**src/rtl/core/rcdc_pkg.sv**
```systemverilog
package rcdc_pkg;

  // Channel and stream geometry
  localparam int CHANNEL_BITS = 11;
  localparam int NUM_CH       = 6;
  localparam int S_TDATA_W    = ((NUM_CH * CHANNEL_BITS + 7) / 8) * 8;

  localparam int CH_THR  = 0;
  localparam int CH_STR  = 1;
  localparam int CH_RAT  = 2;
  localparam int CH_SL   = 3;
  localparam int CH_SR   = 4;
  localparam int CH_MODE = 5;

  // Result fields
  localparam int THR_W      = 16;
  localparam int STR_W      = 18;
  localparam int BRAKE_W    = 16;
  localparam int MODE_W     = 2;
  localparam int M_FIELDS_W = THR_W + STR_W + BRAKE_W + 1 + MODE_W;
  localparam int M_TDATA_W  = ((M_FIELDS_W + 7) / 8) * 8;

  // Configuration registers
  localparam int MAX_STEER_W = 15;
  localparam int MIN_STEER_W = 16;
  localparam int PADDR_W     = 4;
  localparam int PDATA_W     = 32;

  localparam logic [1:0] REG_MAX_STEER = 2'd0;
  localparam logic [1:0] REG_MIN_STEER = 2'd1;
  localparam logic [1:0] REG_E_BRAKE   = 2'd2;

  localparam logic [MAX_STEER_W-1:0] MAX_STEER_RST = MAX_STEER_W'(6400);
  localparam logic [MIN_STEER_W-1:0] MIN_STEER_RST = MIN_STEER_W'(-6400);
  localparam logic [BRAKE_W-1:0]     E_BRAKE_RST   = BRAKE_W'(65535);

  // Drive modes
  localparam logic [MODE_W-1:0] MODE_AUTO     = 2'd0;
  localparam logic [MODE_W-1:0] MODE_OVERRIDE = 2'd1;
  localparam logic [MODE_W-1:0] MODE_MANUAL   = 2'd2;

  // Centred channel values span -818..808
  localparam int D_W    = 11;
  localparam int CH_MAX = 1800;
  localparam int CH_MIN = 174;
  localparam int CH_MID = 992;

  localparam logic signed [D_W-1:0] D_BAND_HI = D_W'(40);
  localparam logic signed [D_W-1:0] D_BAND_LO = D_W'(-40);
  localparam logic signed [D_W-1:0] D_MODE_HI = D_W'(404);
  localparam logic signed [D_W-1:0] D_MODE_LO = D_W'(-409);

  // Q1.15 normalization by reciprocal multiply and one correction step
  localparam int Q_FRAC      = 15;
  localparam int NUM_W       = D_W - 1 + Q_FRAC;
  localparam int DIV_POS     = 808;
  localparam int DIV_NEG     = 818;
  localparam int BIAS_POS    = 404;
  localparam int BIAS_NEG    = 409;
  localparam int RECIP_SHIFT = NUM_W;
  localparam int RECIP_POS   = (1 << RECIP_SHIFT) / DIV_POS;
  localparam int RECIP_NEG   = (1 << RECIP_SHIFT) / DIV_NEG;
  localparam int Q_W         = 17;
  localparam int N_W         = 16;
  localparam int MAG_W       = N_W + 1;

  // Shared multiplier
  localparam int MUL_A_W = 31;
  localparam int MUL_B_W = 27;
  localparam int PROD_W  = MUL_A_W + MUL_B_W;

  // Angle and radian conversion
  localparam int ANG_W     = 33;
  localparam int X10_W     = MUL_A_W + 4;
  localparam int DZ_LIMIT  = 1 << 23;
  localparam int DEG2RAD_K = 74961321;
  localparam int RAD_SHIFT = 39;
  localparam int RQ_W      = PROD_W + 1 - RAD_SHIFT;
  localparam logic [PROD_W:0] RAD_ROUND = (PROD_W + 1)'(1) << (RAD_SHIFT - 1);
  localparam int STR_POS_MAX = (1 << (STR_W - 1)) - 1;
  localparam int STR_NEG_MAG = 1 << (STR_W - 1);

  typedef enum logic [2:0] {
    MUL_NONE,
    MUL_NRM_THR,
    MUL_NRM_RAT,
    MUL_NRM_STR,
    MUL_THR,
    MUL_ANG,
    MUL_RAD
  } mul_sel_e;

  typedef enum logic [1:0] {
    CORR_NONE,
    CORR_THR,
    CORR_RAT,
    CORR_STR
  } corr_sel_e;

  typedef struct packed {
    logic      load;
    mul_sel_e  mul;
    corr_sel_e corr;
    logic      thr_fin;
    logic      clamp;
    logic      out_load;
  } dp_cmd_t;

  typedef struct packed {
    logic skip;
    logic out_free;
  } dp_stat_t;

  // Clamp a raw channel to the valid stick range and centre it.
  function automatic logic signed [D_W-1:0] centre_of(input logic [CHANNEL_BITS-1:0] raw);
    logic [CHANNEL_BITS-1:0] c;
    logic [D_W:0]            t;
    c = raw;
    if (c > CHANNEL_BITS'(CH_MAX)) c = CHANNEL_BITS'(CH_MAX);
    if (c < CHANNEL_BITS'(CH_MIN)) c = CHANNEL_BITS'(CH_MIN);
    t = {1'b0, c[D_W-1:0]} - (D_W + 1)'(CH_MID);
    return t[D_W-1:0];
  endfunction

  function automatic logic [MODE_W-1:0] mode_of(input logic signed [D_W-1:0] d);
    logic [MODE_W-1:0] m;
    if (d < D_MODE_LO) m = MODE_AUTO;
    else if (d > D_MODE_HI) m = MODE_MANUAL;
    else m = MODE_OVERRIDE;
    return m;
  endfunction

  function automatic logic in_band(input logic signed [D_W-1:0] d);
    return (d >= D_BAND_LO) && (d <= D_BAND_HI);
  endfunction

  // Dividend of the normalization: |d| * 32768 plus the rounding bias.
  function automatic logic [NUM_W-1:0] norm_num(input logic signed [D_W-1:0] d);
    logic [D_W-1:0] neg_d;
    logic [D_W-2:0] mag;
    neg_d = -d;
    mag   = d[D_W-1] ? neg_d[D_W-2:0] : d[D_W-2:0];
    return {mag, {Q_FRAC{1'b0}}} + (d[D_W-1] ? NUM_W'(BIAS_NEG) : NUM_W'(BIAS_POS));
  endfunction

  function automatic logic [MUL_B_W-1:0] norm_recip(input logic signed [D_W-1:0] d);
    return d[D_W-1] ? MUL_B_W'(RECIP_NEG) : MUL_B_W'(RECIP_POS);
  endfunction

  // The reciprocal estimate is low by at most one; fix it, apply sign and saturate.
  function automatic logic signed [N_W-1:0] norm_fix(input logic signed [D_W-1:0] d,
                                                     input logic [PROD_W-1:0]   p);
    logic [NUM_W-1:0] num;
    logic [D_W-2:0]   div;
    logic [Q_W-1:0]   q;
    logic [Q_W-1:0]   qn;
    logic [NUM_W+1:0] qd;
    logic [NUM_W+1:0] rem;
    logic [N_W-1:0]   n;
    num = norm_num(d);
    div = d[D_W-1] ? (D_W - 1)'(DIV_NEG) : (D_W - 1)'(DIV_POS);
    q   = p[RECIP_SHIFT +: Q_W];
    qd  = (NUM_W + 2)'(q) * (NUM_W + 2)'(div);
    rem = (NUM_W + 2)'(num) - qd;
    if (rem >= (NUM_W + 2)'(div)) q = q + 1'b1;
    qn = -q;
    if (d[D_W-1]) n = qn[N_W-1:0];
    else if (q > Q_W'((1 << (N_W - 1)) - 1)) n = N_W'((1 << (N_W - 1)) - 1);
    else n = q[N_W-1:0];
    return n;
  endfunction

  function automatic logic [MAG_W-1:0] mag_of(input logic signed [N_W-1:0] n);
    logic [MAG_W-1:0] e;
    e = {n[N_W-1], n};
    return n[N_W-1] ? -e : e;
  endfunction

endpackage

```
**src/rtl/core/rcdc_ctrl.sv**
```systemverilog
module rcdc_ctrl (
  input  logic               clk_i,
  input  logic               rst_ni,
  input  logic               s_valid_i,
  output logic               s_ready_o,
  input  rcdc_pkg::dp_stat_t stat_i,
  output rcdc_pkg::dp_cmd_t  cmd_o
);
  import rcdc_pkg::*;

  typedef enum logic [3:0] {
    ST_IDLE,
    ST_NRM_THR,
    ST_NRM_RAT,
    ST_NRM_STR,
    ST_THR_MUL,
    ST_ANG_MUL,
    ST_ANG_CLAMP,
    ST_RAD_MUL,
    ST_FIN
  } state_e;

  state_e state_q;

  always_ff @(posedge clk_i or negedge rst_ni) begin
    if (!rst_ni) begin
      state_q <= ST_IDLE;
    end else begin
      case (state_q)
        ST_IDLE:      if (s_valid_i) state_q <= ST_NRM_THR;
        ST_NRM_THR:   state_q <= stat_i.skip ? ST_FIN : ST_NRM_RAT;
        ST_NRM_RAT:   state_q <= ST_NRM_STR;
        ST_NRM_STR:   state_q <= ST_THR_MUL;
        ST_THR_MUL:   state_q <= ST_ANG_MUL;
        ST_ANG_MUL:   state_q <= ST_ANG_CLAMP;
        ST_ANG_CLAMP: state_q <= ST_RAD_MUL;
        ST_RAD_MUL:   state_q <= ST_FIN;
        ST_FIN:       if (stat_i.out_free) state_q <= ST_IDLE;
        default:      state_q <= ST_IDLE;
      endcase
    end
  end

  always_comb begin
    cmd_o          = '0;
    cmd_o.mul      = MUL_NONE;
    cmd_o.corr     = CORR_NONE;
    s_ready_o      = 1'b0;
    case (state_q)
      ST_IDLE: begin
        s_ready_o  = 1'b1;
        cmd_o.load = s_valid_i;
      end
      ST_NRM_THR: cmd_o.mul = MUL_NRM_THR;
      ST_NRM_RAT: begin
        cmd_o.mul  = MUL_NRM_RAT;
        cmd_o.corr = CORR_THR;
      end
      ST_NRM_STR: begin
        cmd_o.mul  = MUL_NRM_STR;
        cmd_o.corr = CORR_RAT;
      end
      ST_THR_MUL: begin
        cmd_o.mul  = MUL_THR;
        cmd_o.corr = CORR_STR;
      end
      ST_ANG_MUL: begin
        cmd_o.mul     = MUL_ANG;
        cmd_o.thr_fin = 1'b1;
      end
      ST_ANG_CLAMP: cmd_o.clamp = 1'b1;
      ST_RAD_MUL:   cmd_o.mul = MUL_RAD;
      ST_FIN:       cmd_o.out_load = stat_i.out_free;
      default: ;
    endcase
  end

`ifndef ASSERT_OFF
  a_accept_starts: assert property (@(posedge clk_i) disable iff (!rst_ni)
    (s_valid_i && s_ready_o) |=> (state_q == ST_NRM_THR))
    else $error("accepted frame did not start normalization");

  a_load_when_free: assert property (@(posedge clk_i) disable iff (!rst_ni)
    cmd_o.out_load |-> stat_i.out_free)
    else $error("output register loaded while still occupied");
`endif

endmodule

```
**src/rtl/core/rcdc_dp.sv**
```systemverilog
module rcdc_dp (
  input  logic                                  clk_i,
  input  logic                                  rst_ni,
  input  logic [rcdc_pkg::S_TDATA_W-1:0]        s_tdata_i,
  input  rcdc_pkg::dp_cmd_t                     cmd_i,
  output rcdc_pkg::dp_stat_t                    stat_o,
  input  logic [rcdc_pkg::MAX_STEER_W-1:0]      max_steer_i,
  input  logic signed [rcdc_pkg::MIN_STEER_W-1:0] min_steer_i,
  input  logic [rcdc_pkg::BRAKE_W-1:0]          e_brake_i,
  output logic                                  m_tvalid_o,
  input  logic                                  m_tready_i,
  output logic [rcdc_pkg::M_TDATA_W-1:0]        m_tdata_o
);
  import rcdc_pkg::*;

  logic signed [D_W-1:0] d_thr_q, d_str_q, d_rat_q;
  logic signed [D_W-1:0] d_thr_in, d_str_in, d_rat_in, d_sl_in, d_sr_in, d_mode_in;
  logic                  emerg_q, centred_q;
  logic [MODE_W-1:0]     mode_new_q, held_q;

  logic [MUL_A_W-1:0]    mul_a;
  logic [MUL_B_W-1:0]    mul_b;
  logic [PROD_W-1:0]     prod, p_q;

  logic signed [N_W-1:0] n_thr_q, n_rat_q, n_str_q;
  logic signed [THR_W-1:0] thr_q, thr_d;
  logic                  ang_neg_q;
  logic [MUL_A_W-1:0]    ang_mag_q, ang_mag_d;
  logic                  ang_dz_q, ang_dz_d, ang_neg_d;
  logic [STR_W-1:0]      str_d;

  logic                  out_valid_q;
  logic [THR_W-1:0]      out_thr_q;
  logic [STR_W-1:0]      out_str_q;
  logic [BRAKE_W-1:0]    out_brake_q;
  logic                  out_act_q;
  logic [MODE_W-1:0]     out_mode_q;

  assign d_thr_in  = centre_of(s_tdata_i[CH_THR*CHANNEL_BITS +: CHANNEL_BITS]);
  assign d_str_in  = centre_of(s_tdata_i[CH_STR*CHANNEL_BITS +: CHANNEL_BITS]);
  assign d_rat_in  = centre_of(s_tdata_i[CH_RAT*CHANNEL_BITS +: CHANNEL_BITS]);
  assign d_sl_in   = centre_of(s_tdata_i[CH_SL*CHANNEL_BITS +: CHANNEL_BITS]);
  assign d_sr_in   = centre_of(s_tdata_i[CH_SR*CHANNEL_BITS +: CHANNEL_BITS]);
  assign d_mode_in = centre_of(s_tdata_i[CH_MODE*CHANNEL_BITS +: CHANNEL_BITS]);

  // Operand selection for the single shared multiplier.
  always_comb begin
    mul_a = '0;
    mul_b = '0;
    case (cmd_i.mul)
      MUL_NRM_THR: begin
        mul_a = MUL_A_W'(norm_num(d_thr_q));
        mul_b = norm_recip(d_thr_q);
      end
      MUL_NRM_RAT: begin
        mul_a = MUL_A_W'(norm_num(d_rat_q));
        mul_b = norm_recip(d_rat_q);
      end
      MUL_NRM_STR: begin
        mul_a = MUL_A_W'(norm_num(d_str_q));
        mul_b = norm_recip(d_str_q);
      end
      MUL_THR: begin
        // The ratio dial is offset to an unsigned 0..65535 scale.
        mul_a = MUL_A_W'(mag_of(n_thr_q));
        mul_b = MUL_B_W'({~n_rat_q[N_W-1], n_rat_q[N_W-2:0]});
      end
      MUL_ANG: begin
        mul_a = MUL_A_W'(mag_of(n_str_q));
        mul_b = n_str_q[N_W-1] ? MUL_B_W'(mag_of(min_steer_i)) : MUL_B_W'(max_steer_i);
      end
      MUL_RAD: begin
        mul_a = ang_mag_q;
        mul_b = MUL_B_W'(DEG2RAD_K);
      end
      default: ;
    endcase
  end

  assign prod = PROD_W'(mul_a) * PROD_W'(mul_b);

  // Throttle: round the scaled magnitude, then restore the sign.
  logic [THR_W+16:0] thr_sum;
  logic [Q_W-1:0]    thr_mag, thr_neg;
  always_comb begin
    thr_sum = (THR_W + 17)'(p_q[31:0]) + (THR_W + 17)'(32768);
    thr_mag = thr_sum[THR_W+16:16];
    thr_neg = -thr_mag;
    thr_d   = n_thr_q[N_W-1] ? thr_neg[THR_W-1:0] : thr_mag[THR_W-1:0];
  end

  // Angle limits, then the dead zone of a tenth of a degree.
  logic signed [ANG_W-1:0] a_raw, a_hi, a_lo, a_h, a_c, a_abs;
  logic [X10_W-1:0]        a_x10;
  always_comb begin
    a_raw     = $signed({2'b00, p_q[MUL_A_W-1:0]});
    if (ang_neg_q) a_raw = -a_raw;
    a_hi      = $signed({3'b000, max_steer_i, {Q_FRAC{1'b0}}});
    a_lo      = $signed({{2{min_steer_i[MIN_STEER_W-1]}}, min_steer_i, {Q_FRAC{1'b0}}});
    a_h       = (a_raw > a_hi) ? a_hi : a_raw;
    a_c       = (a_h < a_lo) ? a_lo : a_h;
    a_abs     = a_c[ANG_W-1] ? -a_c : a_c;
    ang_mag_d = a_abs[MUL_A_W-1:0];
    ang_neg_d = a_c[ANG_W-1];
    a_x10     = X10_W'({ang_mag_d, 3'b000}) + X10_W'({ang_mag_d, 1'b0});
    ang_dz_d  = a_x10 < X10_W'(DZ_LIMIT);
  end

  // Radians: round half away from zero and saturate to the field.
  logic [PROD_W:0] rad_sum;
  logic [RQ_W-1:0] rad_q, rad_neg;
  always_comb begin
    rad_sum = {1'b0, p_q} + RAD_ROUND;
    rad_q   = rad_sum[PROD_W:RAD_SHIFT];
    rad_neg = -rad_q;
    if (ang_dz_q) begin
      str_d = '0;
    end else if (ang_neg_q) begin
      str_d = (rad_q > RQ_W'(STR_NEG_MAG)) ? STR_W'(STR_NEG_MAG) : rad_neg[STR_W-1:0];
    end else begin
      str_d = (rad_q > RQ_W'(STR_POS_MAX)) ? STR_W'(STR_POS_MAX) : rad_q[STR_W-1:0];
    end
  end

  always_ff @(posedge clk_i) begin
    if (cmd_i.load) begin
      d_thr_q    <= d_thr_in;
      d_str_q    <= d_str_in;
      d_rat_q    <= d_rat_in;
      mode_new_q <= mode_of(d_mode_in);
    end
    if (cmd_i.mul != MUL_NONE) p_q <= prod;
    case (cmd_i.corr)
      CORR_THR: n_thr_q <= norm_fix(d_thr_q, p_q);
      CORR_RAT: n_rat_q <= norm_fix(d_rat_q, p_q);
      CORR_STR: n_str_q <= norm_fix(d_str_q, p_q);
      default: ;
    endcase
    if (cmd_i.mul == MUL_ANG) ang_neg_q <= n_str_q[N_W-1] && min_steer_i[MIN_STEER_W-1];
    if (cmd_i.thr_fin) thr_q <= thr_d;
    if (cmd_i.clamp) begin
      ang_mag_q <= ang_mag_d;
      ang_neg_q <= ang_neg_d;
      ang_dz_q  <= ang_dz_d;
    end
    if (cmd_i.out_load) begin
      if (emerg_q) begin
        out_thr_q   <= '0;
        out_str_q   <= '0;
        out_brake_q <= e_brake_i;
        out_act_q   <= 1'b0;
        out_mode_q  <= held_q;
      end else begin
        out_thr_q   <= centred_q ? '0 : thr_q;
        out_str_q   <= centred_q ? '0 : str_d;
        out_brake_q <= '0;
        out_act_q   <= 1'b1;
        out_mode_q  <= mode_new_q;
      end
    end
  end

  always_ff @(posedge clk_i or negedge rst_ni) begin
    if (!rst_ni) begin
      emerg_q     <= 1'b0;
      centred_q   <= 1'b0;
      held_q      <= MODE_AUTO;
      out_valid_q <= 1'b0;
    end else begin
      if (cmd_i.load) begin
        // A stop switch at or above centre engages the emergency stop.
        emerg_q   <= !d_sl_in[D_W-1] || !d_sr_in[D_W-1];
        centred_q <= in_band(d_thr_in) && in_band(d_str_in);
      end
      if (cmd_i.out_load && !emerg_q) held_q <= mode_new_q;
      if (cmd_i.out_load) out_valid_q <= 1'b1;
      else if (m_tready_i) out_valid_q <= 1'b0;
    end
  end

  assign stat_o.skip     = emerg_q || centred_q;
  assign stat_o.out_free = !out_valid_q || m_tready_i;

  assign m_tvalid_o = out_valid_q;
  assign m_tdata_o  = {{(M_TDATA_W - M_FIELDS_W){1'b0}},
                       out_mode_q, out_act_q, out_brake_q, out_str_q, out_thr_q};

`ifndef ASSERT_OFF
  a_emerg_result: assert property (@(posedge clk_i) disable iff (!rst_ni)
    (cmd_i.out_load && emerg_q) |=>
      (out_thr_q == '0 && out_str_q == '0 && !out_act_q && out_mode_q == held_q))
    else $error("emergency stop result is not a safe command");

  a_mode_held: assert property (@(posedge clk_i) disable iff (!rst_ni)
    (cmd_i.out_load && !emerg_q) |=> (held_q == out_mode_q))
    else $error("held mode does not follow the mode given");

  a_steer_active: assert property (@(posedge clk_i) disable iff (!rst_ni)
    (out_valid_q && out_str_q != '0) |-> out_act_q)
    else $error("nonzero steering given while inactive");
`endif

endmodule

```
**src/rtl/core/rc_channels_to_drive_command_unit.sv**
```systemverilog
// Translates one received radio frame of six channel values into one drive command.
// Each frame is a single transaction on the slave stream; the matching command leaves
// as a single transaction on the master stream, in order. A frame with either stick
// moved and no emergency stop makes six passes through one shared 31x27 multiplier
// (three normalizations, throttle scaling, wheel angle and radian conversion) plus an
// angle clamp step and the output load. A frame in emergency stop or with both sticks
// near centre goes from the throttle normalization straight to the output load, which
// waits for a free output register. The controller then returns to idle, where it takes
// the next frame, so no new frame is taken while one is in progress. The result sits in
// an output register, so the next frame is accepted while a result waits to be taken.
// Registers (APB, byte address 4*i): 0 max_steer_deg, 1 min_steer_deg, 2 emergency_brake.
module rc_channels_to_drive_command_unit (
  input  logic                             clk_i,
  input  logic                             rst_ni,
  // APB configuration port
  input  logic                             psel,
  input  logic                             penable,
  input  logic                             pwrite,
  input  logic [rcdc_pkg::PADDR_W-1:0]     paddr,
  input  logic [rcdc_pkg::PDATA_W-1:0]     pwdata,
  output logic [rcdc_pkg::PDATA_W-1:0]     prdata,
  output logic                             pready,
  // Channel frames
  input  logic                             s_axis_tvalid_i,
  output logic                             s_axis_tready_o,
  // tdata: throttle_channel, steering_channel, ratio_channel, stop_left_channel,
  //        stop_right_channel, mode_channel, zero fill
  input  logic [rcdc_pkg::S_TDATA_W-1:0]   s_axis_tdata_i,
  // Drive commands
  output logic                             m_axis_tvalid_o,
  input  logic                             m_axis_tready_i,
  // tdata: throttle_cmd[15:0], steering_cmd[33:16], brake_cmd[49:34], drive_active[50],
  //        drive_mode[52:51], zero fill
  output logic [rcdc_pkg::M_TDATA_W-1:0]   m_axis_tdata_o
);
  import rcdc_pkg::*;

  logic [MAX_STEER_W-1:0]        max_steer_q;
  logic signed [MIN_STEER_W-1:0] min_steer_q;
  logic [BRAKE_W-1:0]            e_brake_q;
  logic [1:0]                    reg_idx;
  logic                          cfg_wr;
  dp_cmd_t                       cmd;
  dp_stat_t                      stat;

  assign pready  = 1'b1;
  assign reg_idx = paddr[PADDR_W-1:2];
  assign cfg_wr  = psel && penable && pwrite && pready;

  always_ff @(posedge clk_i or negedge rst_ni) begin
    if (!rst_ni) begin
      max_steer_q <= MAX_STEER_RST;
      min_steer_q <= MIN_STEER_RST;
      e_brake_q   <= E_BRAKE_RST;
    end else if (cfg_wr) begin
      case (reg_idx)
        REG_MAX_STEER: max_steer_q <= pwdata[MAX_STEER_W-1:0];
        REG_MIN_STEER: min_steer_q <= pwdata[MIN_STEER_W-1:0];
        REG_E_BRAKE:   e_brake_q   <= pwdata[BRAKE_W-1:0];
        default: ;
      endcase
    end
  end

  always_comb begin
    case (reg_idx)
      REG_MAX_STEER: prdata = PDATA_W'(max_steer_q);
      REG_MIN_STEER: prdata = PDATA_W'(min_steer_q);
      REG_E_BRAKE:   prdata = PDATA_W'(e_brake_q);
      default:       prdata = '0;
    endcase
  end

  rcdc_ctrl u_ctrl (
    .clk_i     (clk_i),
    .rst_ni    (rst_ni),
    .s_valid_i (s_axis_tvalid_i),
    .s_ready_o (s_axis_tready_o),
    .stat_i    (stat),
    .cmd_o     (cmd)
  );

  rcdc_dp u_dp (
    .clk_i       (clk_i),
    .rst_ni      (rst_ni),
    .s_tdata_i   (s_axis_tdata_i),
    .cmd_i       (cmd),
    .stat_o      (stat),
    .max_steer_i (max_steer_q),
    .min_steer_i (min_steer_q),
    .e_brake_i   (e_brake_q),
    .m_tvalid_o  (m_axis_tvalid_o),
    .m_tready_i  (m_axis_tready_i),
    .m_tdata_o   (m_axis_tdata_o)
  );

endmodule

```
**config.mk**
```make
export PLATFORM = sky130hd
export DESIGN_NAME = rc_channels_to_drive_command_unit
export DESIGN_NICKNAME = d
export VERILOG_FILES = /design/src/rtl/core/rcdc_pkg.sv /design/src/rtl/core/rcdc_ctrl.sv /design/src/rtl/core/rcdc_dp.sv /design/src/rtl/core/rc_channels_to_drive_command_unit.sv
export SDC_FILE = /design/constraint.sdc
export NUM_CORES = 2
export LEC_CHECK = 0
export BUFFER_PORTS_ARGS = -buffer_cell sky130_fd_sc_hd__clkbuf_2
export CAP_MARGIN = 20
export CORE_ASPECT_RATIO = 1.1
export CORE_MARGIN = 2
export CORE_UTILIZATION = 50
export DETAILED_ROUTE_END_ITERATION = 6
export PLACE_DENSITY = 0.65
export SETUP_SLACK_MARGIN = 0.15
export SYNTH_ARGS = -nofsm -noshare
export SYNTH_HDL_FRONTEND = slang
export SYNTH_HIERARCHICAL = 1
export SYNTH_SLANG_ARGS = --single-unit
```
**constraint.sdc**
```tcl
create_clock -name clk_i -period 13.9 [get_ports clk_i]
set_input_delay 2.78 -clock clk_i [delete_from_list [all_inputs] [get_ports clk_i]]
set_output_delay 2.78 -clock clk_i [all_outputs]
set_load 0.03 [all_outputs]
```
==> metrics list <==
* Run status: finished, final reports clean
- fa_1 takes more of the synthesized area than any other cell.
* Most frequent cell after synthesis: inv_1
- A synthesized cell averages 8.93 sq um.
- The region available for standard cell placement spans 0.116 sq mm.
- The commonest cells after synthesis are 1281 x inv_1, 821 x fa_1, 598 x ha_1.
- The slowest stage of the critical path belongs to the cell nor2_2.
- At the end of routability-driven placement, the weighted congestion stood at 0.956.
* Number of instances in the synthesized netlist: 6529
* Critical path start-end classification: reg2reg
* Most numerous cell on the critical path: ha_1
- Highest cell delay on the worst timing path: around 0.80 ns
- After floorplanning, the core was divided into 131 placement rows.
- The number of gates resized after CTS was 0.
- The routed design has 169000 um of wire.
- For this run the aggregate overflow at the end of global routing stands at 0.
- Buffers inserted during post-CTS setup optimization: 0
- Most used DFF post-synth: edfxtp_1
- Data arrival time of the worst path: roughly 13 ns
- Maximum capacitance violations: 0
- Post-detailed-route count of antenna-violating nets: 0
* Reg clk slew, reported paths: 0.07 ns
- For hold timing, the worst endpoint is u_dp/held_q[0].
- Along the worst path, the maximum fanout reaches 21.
* Global-route wire length before repair: approximately 270000 um
- The tree is rooted in a clkbuf_16.
- Initial cell density of the core: 50.3%
- CTS tree: built
* Setup slack, reg-to-reg: 1.21 ns
* Largest net degree at the start of global routing: 74
- Number of distinct standard cells referenced by the synthesized netlist: 109
- Portion of synthesized cell area occupied by the leading cell type: 28.2%
- Number of cells traversed by the worst hold path: 1
* Depth of the CTS H-tree: 2
- TNS Setup: 0 ns
* Async S/R FF share, synth: between 10% and 20%
- Total Routing Usage GR: approximately 29%
- The number of cells on the worst reg-to-reg path is 41.
* CP Capture Type: flip-flop
- First element of the critical path: u_dp/p_q[0]
- Setup repair after global routing left no endpoint under its margin.
- Number of synthesized register bits: 299
- For the final database, setup skew stands at between 0.05 and 0.06 ns.
- Final worst path period need: 12.69 ns
- Synthesized area: 0.0583 sq mm
- Number of remaining DRC errors: 0
- Total of fill cells in the finished design: between 10000 and 15000
- Summing the sequential cell areas from Yosys gives 15.0% of the chip area.
* Routed via count divided by cell count: 5.60
* Number of ports placed on the die boundary: 206
- Die width: ~330 um
* Die area: 0.119 sq mm
- Number of design-rule violations left by the first detailed-router iteration: 3639
- Initial antenna violation count: 7
- Counting along the longest clock path gives a buffer depth of 3.
- Cell types with the largest area share after synthesis: fa_1 28%, ha_1 13%, edfxtp_1 13%
- Relative slew margins: 18.1%
- The startpoint identified for the worst hold timing path is u_dp/held_q[0].
- At the worst endpoint, the required time is 14.28 ns.
* Cts-stage hold buffer count: 0
- In the final design database the tool counted 8201 nets.
- Final slew viol count: 0
- The clock net in this run drives a total of 299 sinks.
* Reg-to-reg critical path startpoint: u_dp/p_q[0]
* Detail Placement HPWL: 138000 um
* IO Port Bufs: 167
- At the pin with the least slew margin, the transition time is 1.23 ns.
- Vias in the first global route: between 40000 and 50000
* Routed vias: 46000
- Clock latency on the worst-skew pair, taken at its later pin, is around 0.6 ns.
* Worst r2r dst: u_dp/ang_dz_q
* Synthesis warning total: 6
- In this run the vertical extent of the chip is 362 um.
- Worst min path class: reg2reg
* Number of enable flip-flop cells after synthesis: 243
- The final count of hold timing violations is 0.
* Post-route fraction of the period consumed by the critical path: 91.3%
* First-pass detailed-route iteration total: 6
* Number of buffers created by CTS: 36
- Average wire per cell in the routed design: 20.6 um
- Critical Path Start Type: flip-flop
- Peak Freq: about 0.08 GHz
- Setup violations remaining at the end of the flow were counted as 0.
- The area growth from synthesis to layout is 6.86%.
- Of the cells placed in the final design, the portion with a size suffix greater than 1 is 7.05%.
[worst max-delay path, delay by kind of cell (launching register included)]
kind / cells / cell delay, ns
flip-flops: 1 / 0.55
XOR/XNOR: 2 / 0.52
multiplexers: 3 / 0.74
buffers and inverters: 2 / 0.43
adder cells (fa/ha/maj): 4 / 1.33
AO/OA/AOI/OAI: 14 / 3.63
AND/OR/NAND/NOR: 16 / 5.27
[cells in the final DEF, fill, tap and decap left out, types with 23 or more instances in the layout]
cell       count
inv_1       1281
fa_1         821
ha_1         598
nand2_1      587
nor2_1       366
a21oi_1      255
xnor2_1      243
edfxtp_1     243
o21ai_0      228
clkbuf_2     167
conb_1       130
and2_1       125
and3_1       121
nand3_1      114
a21o_1       105
xor2_1       103
buf_4         82
nor3_1        75
mux2i_1       71
nor2b_1       59
a31oi_1       57
o31ai_1       55
mux2_2        53
nand4_1       53
nand2b_1      53
or3_1         40
clkbuf_16     39
o21a_1        35
nor4_1        32
dfrtp_1       31
dfstp_2       25
a22oi_1       23
[cells by family (layout without fill, tap and decap cells)]
logic type,after synthesis,count (layout),synth area share (%)
buffers and inverters,1566,1605,10.3
other,3,131,0.0193
muxes,135,135,2.52
DFF,299,299,15.0
AOI/OAI and AO/OA,1024,1024,11.4
adders and majority gates,1419,1419,41.0
and+or+nand+nor,1736,1736,14.5
xor gates and xnor gates,347,347,5.24
[layout make-up]
| cell class | count | area (sq um) | area share, % |
|---|---|---|---|
| well taps | 1529 | 1910 | 3.07 |
| inverters | 1289 | 4840 | 7.77 |
| clock buffers | 47 | 1050 | 1.68 |
| clock inverters | 19 | 168 | 0.269 |
| repair buffers | 250 | 1480 | 2.37 |
| diodes | 1 | 2.50 | 0.00402 |
| multi-input cells | 4791 | 44100 | 70.8 |
| flip-flops and latches | 299 | 8730 | 14.0 |
[metal layers]
metal | up-vias | global-route usage, % | share of wire, % | routed length [um]
met5 | - | 0 | 0.032 | 54
met4 | 8 | 11.1 | 4.2 | 7180
met3 | 351 | 3.09 | 5.3 | 9000
met2 | 1411 | 49.7 | 49 | 83600
met1 | 22800 | 36.8 | 41 | 69300
li1 | 21400 | - | - | -
[per-stage QoR]
| step | hold slack (ns) | worst slack [ns] | instances | instance area (sq um) | utilization [%] |
|---|---|---|---|---|---|
| floorplan | 0.474 | 4.08 | 6656 | 58800 | - |
| global route | 0.520 | 0.457 | 8224 | 62300 | 53.8 |
| CTS | 0.511 | 1.41 | 8224 | 62300 | 53.8 |
| detailed placement | 0.499 | 1.50 | 8158 | 61100 | 52.7 |
| finish | 0.507 | 1.21 | 8225 | 62300 | 53.8 |
| global placement | 0.481 | 1.48 | 8157 | 61100 | 52.7 |
[sequential cells by signal, summed over array words and instances, names as in the netlist, 4 cells and up]
register,flops
u_dp/n_rat_q,16
min_steer_q,16
u_dp/d_str_q,11
e_brake_q,16
u_dp/p_q,58
u_dp/ang_mag_q,31
u_dp/n_thr_q,16
u_dp/out_str_q,18
max_steer_q,15
u_dp/out_brake_q,16
u_dp/n_str_q,16
u_dp/out_thr_q,16
u_dp/d_thr_q,11
u_ctrl/state_q,4
u_dp/d_rat_q,11
u_dp/thr_q,16
[worst max-delay path by stage]
stage                     to  cells past startpoint
2_1_floorplan   u_dp/p_q[54]                     37
3_3_place_gp   u_dp/ang_dz_q                     41
3_5_place_dp   u_dp/ang_dz_q                     41
4_1_cts        u_dp/ang_dz_q                     41
5_1_grt        u_dp/ang_dz_q                     43
6_report       u_dp/ang_dz_q                     41
Power is not shown: default switching activity piles up to over one toggle a cycle in this logic, so the estimate is an artifact.
